**src/design/c2p_pkg.sv**
```systemverilog
package c2p_pkg;

    localparam int COORD_BITS    = 16;
    localparam int ANGLE_BITS    = 16;
    localparam int CORDIC_STAGES = 16;

    // datapath widths
    localparam int SCALE_SH = 60 - COORD_BITS;
    localparam int CW       = 62;
    localparam int SW       = 2 * COORD_BITS;
    localparam int ZW       = 32;
    localparam int NSTG     = (CORDIC_STAGES > COORD_BITS) ? CORDIC_STAGES : COORD_BITS;

    localparam int S_TDATA_W = ((2 * COORD_BITS + 7) / 8) * 8;
    localparam int M_TDATA_W = ((COORD_BITS + ANGLE_BITS + 1 + 7) / 8) * 8;

    localparam logic [ZW-1:0] HALF_TURN = 32'h8000_0000;

    // atan(2^-i) in units of 2^-32 turn
    localparam logic [ZW-1:0] ATAN_TAB [32] = '{
        32'h20000000, 32'h12E4051E, 32'h09FB385B, 32'h051111D4,
        32'h028B0D43, 32'h0145D7E1, 32'h00A2F61E, 32'h00517C55,
        32'h0028BE53, 32'h00145F2F, 32'h000A2F98, 32'h000517CC,
        32'h00028BE6, 32'h000145F3, 32'h0000A2FA, 32'h0000517D,
        32'h000028BE, 32'h0000145F, 32'h00000A30, 32'h00000518,
        32'h0000028C, 32'h00000146, 32'h000000A3, 32'h00000051,
        32'h00000029, 32'h00000014, 32'h0000000A, 32'h00000005,
        32'h00000003, 32'h00000001, 32'h00000001, 32'h00000000
    };

    typedef struct packed {
        logic signed [CW-1:0] x;
        logic signed [CW-1:0] y;
        logic [ZW-1:0]        z;
        logic [SW-1:0]        rem;
        logic [SW-1:0]        root;
        logic                 origin;
    } c2p_work_t;

endpackage

```
**src/design/c2p_front.sv**
```systemverilog
module c2p_front
    import c2p_pkg::*;
(
    input  logic                         aclk,
    input  logic                         aresetn,
    input  logic                         in_valid,
    output logic                         in_ready,
    input  logic signed [COORD_BITS-1:0] x_coord,
    input  logic signed [COORD_BITS-1:0] y_coord,
    output logic                         out_valid,
    input  logic                         out_ready,
    output c2p_work_t                    out_work
);

    logic                  v1_reg;
    logic                  v2_reg;
    logic                  rdy1;
    logic                  rdy2;
    logic [COORD_BITS-1:0] ax;
    logic [COORD_BITS-1:0] ay;
    logic signed [CW-1:0]  xe;
    logic signed [CW-1:0]  ye;
    logic [SW-1:0]         sqx_reg;
    logic [SW-1:0]         sqy_reg;
    c2p_work_t             w1_next;
    c2p_work_t             w1_reg;
    c2p_work_t             w2_next;
    c2p_work_t             w2_reg;

    assign rdy2     = !v2_reg || out_ready;
    assign rdy1     = !v1_reg || rdy2;
    assign in_ready = rdy1;

    always_comb begin
        ax = x_coord[COORD_BITS-1] ? COORD_BITS'(-x_coord) : x_coord;
        ay = y_coord[COORD_BITS-1] ? COORD_BITS'(-y_coord) : y_coord;
        xe = {{(CW-COORD_BITS){x_coord[COORD_BITS-1]}}, x_coord} <<< SCALE_SH;
        ye = {{(CW-COORD_BITS){y_coord[COORD_BITS-1]}}, y_coord} <<< SCALE_SH;
        w1_next        = '0;
        w1_next.origin = (x_coord == '0) && (y_coord == '0);
        if (x_coord[COORD_BITS-1]) begin
            w1_next.x = -xe;
            w1_next.y = -ye;
            w1_next.z = HALF_TURN;
        end else begin
            w1_next.x = xe;
            w1_next.y = ye;
        end
    end

    always_comb begin
        w2_next     = w1_reg;
        w2_next.rem = sqx_reg + sqy_reg;
    end

    always_ff @(posedge aclk) begin
        if (!aresetn) begin
            v1_reg <= 1'b0;
            v2_reg <= 1'b0;
        end else begin
            if (rdy1) begin
                v1_reg <= in_valid;
            end
            if (rdy2) begin
                v2_reg <= v1_reg;
            end
        end
    end

    always_ff @(posedge aclk) begin
        if (rdy1) begin
            w1_reg  <= w1_next;
            sqx_reg <= SW'(ax) * SW'(ax);
            sqy_reg <= SW'(ay) * SW'(ay);
        end
        if (rdy2) begin
            w2_reg <= w2_next;
        end
    end

    assign out_valid = v2_reg;
    assign out_work  = w2_reg;

endmodule

```
**config.mk**
```make
export PLATFORM = sky130hd
export DESIGN_NAME = c2p_front
export DESIGN_NICKNAME = d
export VERILOG_FILES = /design/src/design/c2p_pkg.sv /design/src/design/c2p_front.sv
export SDC_FILE = /design/constraint.sdc
export NUM_CORES = 1
export LEC_CHECK = 0
export BUFFER_PORTS_ARGS = -buffer_cell sky130_fd_sc_hd__buf_4
export CAP_MARGIN = 20
export CORE_UTILIZATION = 40
export CTS_CLUSTER_DIAMETER = 60
export DETAILED_ROUTE_END_ITERATION = 8
export PLACE_DENSITY = 0.63
export RECOVER_POWER = 50
export SKIP_LAST_GASP = 1
export SLEW_MARGIN = 5
export SYNTH_ARGS = -nofsm -noshare
export SYNTH_HDL_FRONTEND = slang
export SYNTH_SLANG_ARGS = --single-unit
```
**constraint.sdc**
```tcl
create_clock -name aclk -period 9.1 [get_ports aclk]
set_input_delay 1.82 -clock aclk [delete_from_list [all_inputs] [get_ports aclk]]
set_output_delay 1.82 -clock aclk [all_outputs]
set_load 0.05 [all_outputs]
```
==> out/metrics.yaml <==
outcome: "finished, violations left"
failed_checks: "capacitance limit, slew limit"
fin_crit_ns: 8.94
cts_buffers: 17
cts_buffer_depth: 2
cap_viol_max_count: 1
grt_pass1_vias: 16800
clk_latency_ns: 0.49
max_freq_mhz: 112
ios: 259
synth_area_um2: 23000
largest_reg_flops: 70
vias: 16300
yosys_warnings: 0
ys_types: 65
seq_area_frac_synth_pct: 22.1
ctsHoldBuffers: 0
synth_edf_count: 168
cts.clk_slew.worst_paths_ns: 0.08
top_layer: "met5"
nets: 3265
post-route-drc-count: 0
start_util_pct: 40.6
final_util_pct: 47.1
ys_async_sr_fraction_pct: 0
instances_no_fill: 3439
drive_gt1_share_pct: 15.6
drtPass1Iterations: 5
routed_wirelength_mm: 51.8
grt_max_degree: 71
grt_usage_pct: 18.5
yosys.area.top_type: "fa_1"
antenna_found_initial: 2
max_stage_delay_ns: 0.53
hold_ws_ns: 0.412
wl_per_cell_um: 15.1
layout_commonest_cell: "inv_1"
holdCritPathClass: "reg -> reg"
criticalPathCategory: "in -> reg"
dieArea_um2: 58400
cp-end-kind: "register"
overflow: 0
synth_top_area_share_pct: 28.8
rsz0062_at_grt: "yes"
wl_met1_mm: 22.7
grt_pass1_wl_mm: 84.6
drv_slew: 71
syn_area_per_cell_um2: 9.84
synthCells: 2334
cts_tree: "built"
dieWidth_um: 242
wl_met3_mm: 2.81
drtIter0Drc: 954
worst_pin_slew_ns: 4.32
clock_skew_ns: 0.0127
avgViaCountPerCell: 4.73
ant_nets: 0
dp_hpwl_mm: 43.7
die_h_um: 242
area_growth_syn_to_layout_pct: 15.9
fp-row-count: 87
dr_wl_met2_mm: 25.0
ys_seq_elements: 170
clkSinkCount: 170
maxSlewHeadroom_pct: -188
coreArea_um2: 56600
final-seq-area_um2: 5080
n_fill_cell: 5363
gp_congestion: 0.919
ys.flop_type: "edfxtp_1"
diodes: 0
port_buffers: 107
cp.required_ns: 9.35
multi_input_area_um2: 15500
synth_area_leaders: "fa_1 (29%), edfxtp_1 (22%), ha_1 (12%)"
htree_levels: 4
cp.arrival_ns: 9.18
worstSetupStartpointType: "input port"
setup_viol: 0
crit_slowest_cell: "fa_1"
fin_crit_sh_pct: 98.2
final_cell_mix: "inv_1 (511), fa_1 (330), buf_4 (314)"
dp_cells: 3405
hold_viol_final: 0
finalSetupTns_ns: 0
clockRootBuffer: "clkbuf_16"
crit_path_max_fanout: 5
cell type report:
type | count | share of cell area, %
Inverter | 528 | 7.47
Clock inverter | 15 | 0.672
Multi-Input combinational cell | 1597 | 58.1
Timing Repair Buffer | 356 | 9.56
Tap cell | 756 | 3.55
Sequential cell | 170 | 19.1
Clock buffer | 17 | 1.60
final timing paths:
path	from	end	slack, ns	cells after the start
setup / recovery	y_coord[1]	sqy_reg[24]	0.16	30
hold / removal	w1_reg[218]	out_work[218]	0.41	0
setup reg to reg	sqx_reg[2]	out_work[63]	4.87	11
hold reg to reg	w1_reg[218]	out_work[218]	0.41	0
through the flow:
step | setup slack (ns) | instance area (um2)
3_5_place_dp | -0.479 | 26000
4_1_cts | 0.0695 | 26600
2_1_floorplan | 0.00185 | 23700
6_report | 0.165 | 26600
3_3_place_gp | -0.427 | 26000
5_1_grt | -0.0599 | 26600
cell families after synthesis:
family | Yosys count | share of synthesized area [%]
flops | 170 | 22.1
xor+xnor | 132 | 5.15
compound gates | 259 | 7.45
mux | 4 | 0.174
simple gates | 490 | 9.54
fa+ha+maj | 559 | 41.3
other cells | 1 | 0.0163
buf+inv | 719 | 14.3
routing by layer:
layer / vias up / global-route usage [%]
met2: 383 / 30.2
li1: 7726 / -
met1: 8088 / 24.8
met4: 2 / 6.22
met3: 66 / 3.09
met5: - / 0
synthesized netlist by cell type, types with 5 or more instances:
| master | count |
|---|---|
| nor4_1 | 5 |
| nand3_1 | 23 |
| a21oi_1 | 68 |
| edfxtp_1 | 168 |
| and3_1 | 8 |
| nand2_1 | 186 |
| nor2b_1 | 10 |
| nand2b_1 | 16 |
| or3_1 | 15 |
| a2111oi_0 | 5 |
| nand4_1 | 7 |
| and2_1 | 25 |
| a211oi_1 | 9 |
| xnor2_1 | 90 |
| nor2_1 | 156 |
| inv_1 | 517 |
| xor2_1 | 40 |
| o21ai_0 | 39 |
| clkbuf_1 | 34 |
| or2_2 | 6 |
| ha_1 | 228 |
| o31ai_1 | 6 |
| a21o_1 | 53 |
| buf_4 | 152 |
| o21a_1 | 11 |
| clkinv_1 | 5 |
| a31oi_1 | 13 |
| inv_2 | 6 |
| nor3_1 | 17 |
| fa_1 | 331 |
| o21bai_1 | 15 |
critical path, delay by kind of cell:
family	cells	cell delay [ns]
XOR/XNOR	2	0.23
buffers and inverters	8	0.50
AO/OA/AOI/OAI	5	1.11
adder cells (fa/ha/maj)	7	3.33
AND/OR/NAND/NOR	8	2.15
timing repair:
action                                  CTS  global route
endpoints found under the setup margin    0             8
buffers inserted                          0             2
gates resized for setup                   0            30
Power is not shown: default switching activity piles up to over one toggle a cycle in this logic, so the estimate is an artifact.
