$ cat src/design/c2p_pkg.sv
package c2p_pkg;

    localparam int COORD_BITS    = 16;
    localparam int ANGLE_BITS    = 16;
    localparam int CORDIC_STAGES = 16;

    // datapath widths
    localparam int SCALE_SH = 60 - COORD_BITS;
    localparam int CW       = 62;
    localparam int SW       = 2 * COORD_BITS;
    localparam int ZW       = 32;
    localparam int NSTG     = (CORDIC_STAGES > COORD_BITS) ? CORDIC_STAGES : COORD_BITS;

    localparam int S_TDATA_W = ((2 * COORD_BITS + 7) / 8) * 8;
    localparam int M_TDATA_W = ((COORD_BITS + ANGLE_BITS + 1 + 7) / 8) * 8;

    localparam logic [ZW-1:0] HALF_TURN = 32'h8000_0000;

    // atan(2^-i) in units of 2^-32 turn
    localparam logic [ZW-1:0] ATAN_TAB [32] = '{
        32'h20000000, 32'h12E4051E, 32'h09FB385B, 32'h051111D4,
        32'h028B0D43, 32'h0145D7E1, 32'h00A2F61E, 32'h00517C55,
        32'h0028BE53, 32'h00145F2F, 32'h000A2F98, 32'h000517CC,
        32'h00028BE6, 32'h000145F3, 32'h0000A2FA, 32'h0000517D,
        32'h000028BE, 32'h0000145F, 32'h00000A30, 32'h00000518,
        32'h0000028C, 32'h00000146, 32'h000000A3, 32'h00000051,
        32'h00000029, 32'h00000014, 32'h0000000A, 32'h00000005,
        32'h00000003, 32'h00000001, 32'h00000001, 32'h00000000
    };

    typedef struct packed {
        logic signed [CW-1:0] x;
        logic signed [CW-1:0] y;
        logic [ZW-1:0]        z;
        logic [SW-1:0]        rem;
        logic [SW-1:0]        root;
        logic                 origin;
    } c2p_work_t;

endpackage

$ cat src/design/c2p_back.sv
module c2p_back
    import c2p_pkg::*;
(
    input  logic                  aclk,
    input  logic                  aresetn,
    input  logic                  in_valid,
    output logic                  in_ready,
    input  c2p_work_t             in_work,
    output logic                  out_valid,
    input  logic                  out_ready,
    output logic [COORD_BITS-1:0] radius,
    output logic [ANGLE_BITS:0]   angle,
    output logic                  at_origin
);

    localparam logic [ZW:0] FULL_TURN = {1'b1, {ZW{1'b0}}};
    localparam logic [ZW:0] RND       = (ZW+1)'(1) << (ZW - 1 - ANGLE_BITS);

    logic                  v_reg;
    logic                  rdy;
    logic [ZW:0]           d;
    logic [ZW:0]           dr;
    logic [ANGLE_BITS:0]   ang;
    logic [COORD_BITS-1:0] radius_next;
    logic [ANGLE_BITS:0]   angle_next;
    logic [COORD_BITS-1:0] radius_reg;
    logic [ANGLE_BITS:0]   angle_reg;
    logic                  origin_reg;

    assign rdy      = !v_reg || out_ready;
    assign in_ready = rdy;

    always_comb begin
        d   = FULL_TURN - {1'b0, in_work.z};
        dr  = d + RND;
        ang = dr[ZW:ZW-ANGLE_BITS];
        if (in_work.origin) begin
            angle_next = '0;
        end else if (ang == '0) begin
            angle_next = {1'b1, {ANGLE_BITS{1'b0}}};
        end else begin
            angle_next = ang;
        end
        radius_next = COORD_BITS'(in_work.root + SW'(in_work.rem > in_work.root));
    end

    always_ff @(posedge aclk) begin
        if (!aresetn) begin
            v_reg <= 1'b0;
        end else if (rdy) begin
            v_reg <= in_valid;
        end
    end

    always_ff @(posedge aclk) begin
        if (rdy) begin
            radius_reg <= radius_next;
            angle_reg  <= angle_next;
            origin_reg <= in_work.origin;
        end
    end

    assign out_valid = v_reg;
    assign radius    = radius_reg;
    assign angle     = angle_reg;
    assign at_origin = origin_reg;

endmodule

$ cat config.mk
export PLATFORM = sky130hd
export DESIGN_NAME = c2p_back
export DESIGN_NICKNAME = d
export VERILOG_FILES = /design/src/design/c2p_pkg.sv /design/src/design/c2p_back.sv
export SDC_FILE = /design/constraint.sdc
export NUM_CORES = 1
export LEC_CHECK = 0
export ABC_AREA = 1
export BUFFER_PORTS_ARGS = -buffer_cell sky130_fd_sc_hd__buf_2
export CORE_AREA = 2 2 102 104
export CTS_CLUSTER_DIAMETER = 100
export CTS_CLUSTER_SIZE = 12
export DETAILED_ROUTE_END_ITERATION = 10
export DIE_AREA = 0 0 104 106
export PLACE_DENSITY = 0.66
export SYNTH_ARGS = -nofsm -noshare
export SYNTH_HDL_FRONTEND = slang
export SYNTH_SLANG_ARGS = --single-unit
$ cat constraint.sdc
create_clock -name aclk -period 3.42 [get_ports aclk]
set_input_delay 0.513 -clock aclk [delete_from_list [all_inputs] [get_ports aclk]]
set_output_delay 0.513 -clock aclk [all_outputs]
set_load 0.01 [all_outputs]
==> reports/metrics.yaml <==
run_status:
  status: "finished clean"
power:
  power.share.clock_pct: 26.9
  switching_share_pct: 29.3
  worst_ir_drop_vdd_uv: 154
  pwr_density_cell_nw_per_um2: 267
  pwr-share-seq_pct: 45.7
  p_int_mw: 0.804
  power_switching_mw: 0.333
  combPwrFrac_pct: 27.4
  p_leak_nw: 2.28
  power_mw: 1.14
yosys:
  syn_avg_cell_area_um2: 6.81
  synthesis.nets: 740
  yosysTopAreaCellShare_pct: 31.2
  syn_inst: 481
  synth_top_cells_by_area: "edfxtp_1 31%, nand2_1 14%, ha_1 13%, inv_1 11%, nor2_1 10%"
  post-synth-top-area-cell: "edfxtp_1"
  ys_types: 27
  ys_seq_area_share_pct: 31.8
  syn_area_um2: 3280
  synth_edf_count: 34
  yosys_warnings: 0
  async_flop_share_pct: 0
  ys.flop_type: "edfxtp_1"
  yosys_register_bits: 35
place:
  place_inst: 756
  hpwl_mm: 8.08
  placed_cell_area_um2: 4140
  portBuffers: 136
  gp_congestion: 0.880
global_routing:
  grtUsageTotal_pct: 16.7
  grt_pass1_wl_mm: 14.9
  first_global_vias: 3303
  antenna_found_initial: 8
  grt_max_degree: 24
  grt_overflow_total: 0
worst_setup_path:
  cp.buffers_inverters: 2
  cp_slowest_cell: "ha_1"
  arrival_ps: 3020
  critical_path_depth: 18
  ff2ff_setup_slack_ps: 1950
  crit_path_max_incr_delay_ps: 290
  start_kind: "input pin"
  crit_chain: "buf_2 > inv_1 > ha_1 > nand2_1 > o21a_1 > o221a_2 > nand2_1 > nand2_1 > a21oi_1 > ha_1 > ha_1 > nand3_1 > nor2_1 > nand4_1 > nor3_2 > nand2_1 > nor2_1 > xor2_1"
  crit_family: "simple AND/OR/NAND/NOR gates"
  r2r-start: "out_valid"
  path_max_fanout: 3
  rr_worst_depth: 2
  cp-end-kind: "register"
  criticalPathCategory: "in2reg"
  regToRegEndpoint: "radius[13]"
  cp_common_cell: "nand2_1"
  required_ps: 3460
routing:
  ant_nets: 0
  totalWireLength_mm: 9.32
  num_vias: 3447
  wire_per_inst_um: 12.1
  wl_met3_um: 980
  drtPass1Iterations: 4
  drtIter0Drc: 142
  routed-wl-met2_mm: 3.99
  met1Wirelength_mm: 4.21
  viasPerCell: 4.48
  drc: 0
  highest_layer: "met5"
final_layout:
  final_layout_size_suffix_gt1_share_pct: 26.0
  syn_to_final_growth_pct: 29.9
  nets: 886
  post-route-cell-area_um2: 4260
  final_cells: 769
  largest_register_ffs: 17
  fillers: 1082
  regArea_um2: 1040
  multi_input_area_um2: 1870
clock_tree:
  tritoncts: "built"
  clk_latency_ps: 280
  cts_buffers: 5
  cts_htree_levels: 2
  cts_buffer_depth: 2
  cts_hold_buf: 0
  path_clk_slew_ps: 70
  clock_sinks: 35
  root_buffer: "clkbuf_8"
die:
  fp.coreArea_um2: 10000
  die_w_um: 104
  die_h_um: 106
  num_rows: 37
  die_area_um2: 11000
  start_util_pct: 32.8
  ioPinCount: 261
timing:
  setup_tns_ps: 0
  report.final.slew_viol_count: 0
  rsz0062_at_grt: "no"
  skew_ps: 8.21
  fmax_mhz: 336
  finalHoldViolCount: 0
  final-setup-viol-count: 0
  relSlewSlack_pct: 62.9
  min_period_ps: 2980
  worstMarginPinSlew_ps: 555
  period_share_pct: 87.1
run:
  cap_viol_max_count: 0
min_path:
  min_to: "at_origin"
  hp-start: "in_work[0]"
  min_path_type: "in2reg"
  min_path_cells: 1
-- worst reg2reg max path, stage by stage (launching register included) --
cell and delay (ps):
dfxtp_1 310, nand2_1 420, buf_4 420
-- placed cells by master, fill, tap and decap left out, drive strengths merged, types with 2 or more instances in the layout --
| cell type | Yosys | layout |
|---|---|---|
| clkbuf | 0 | 7 |
| nor2 | 97 | 97 |
| xor2 | 14 | 14 |
| o21ai | 5 | 5 |
| nor3 | 8 | 8 |
| o211ai | 2 | 2 |
| edfxtp | 34 | 34 |
| inv | 95 | 95 |
| a21oi | 15 | 15 |
| nand4 | 7 | 7 |
| buf | 1 | 140 |
| diode | 0 | 5 |
| nand2 | 121 | 121 |
| nand3 | 38 | 38 |
| ha | 34 | 34 |
-- timing repair --
item	4_1_cts	5_1_grt
endpoints found under the setup margin	0	4
setup buffers	0	0
gates resized for setup	0	3
-- stage by stage --
stage,setup WS [ps],hold slack (ps),utilization [%]
2_1_floorplan,358,612,-
3_3_place_gp,40.8,723,41.4
3_5_place_dp,10.9,720,41.4
4_1_cts,308,425,42.3
5_1_grt,92.3,424,42.5
6_report,441,432,42.6
-- cell type report --
class	count	share of cell area, %
clock buffer	7	2.03
timing repair buffer	140	16.7
multi-input combinational	350	44.0
antenna	5	0.294
inverter	95	8.38
tap	136	4.00
clock inverter	1	0.118
sequential	35	24.5
-- Yosys cell counts (2+ instances only) --
master and count:
o211ai_1 2, nand4_1 7, inv_1 94, nor2_2 9
nand2_1 119, o21ai_0 5, nor3_1 8, xor2_1 14
nand3_1 38, edfxtp_1 34, ha_1 34, a21oi_1 15
nor2_1 88
-- power by group through the flow --
stage | logic, mW | registers [mW] | clock network (mW)
floorplan | 0.149 | 0.548 | 0
global placement | 0.302 | 0.527 | 0
detailed placement | 0.311 | 0.528 | 0
CTS | 0.313 | 0.519 | 0.319
global route | 0.354 | 0.523 | 0.329
finish | 0.312 | 0.519 | 0.306
-- per-layer routing --
layer / track usage (%) / vias to the layer above
met5: 0 / -
met4: 3.19 / 6
met3: 6.87 / 15
met2: 26.5 / 123
met1: 21.4 / 1479
li1: - / 1824
-- how the worst max path moves through the flow --
stage,endpoint,startpoint,slack [ps]
2_1_floorplan,radius[15],in_work[32],360
3_3_place_gp,radius[14],in_work[14],40
3_5_place_dp,radius[14],in_work[15],10
4_1_cts,radius[14],in_work[15],310
5_1_grt,radius[15],in_work[14],90
6_report,radius[14],in_work[12],440
-- kinds of logic after synthesis --
family                   share of synthesized area (%)
AND/OR/NAND/NOR                                   35.0
buffers and inverters                             11.5
flip-flops                                        31.8
adder cells (fa/ha/maj)                           13.0
AO/OA/AOI/OAI                                     5.04
XOR/XNOR                                          3.74
(Power assumes the default switching activity.)
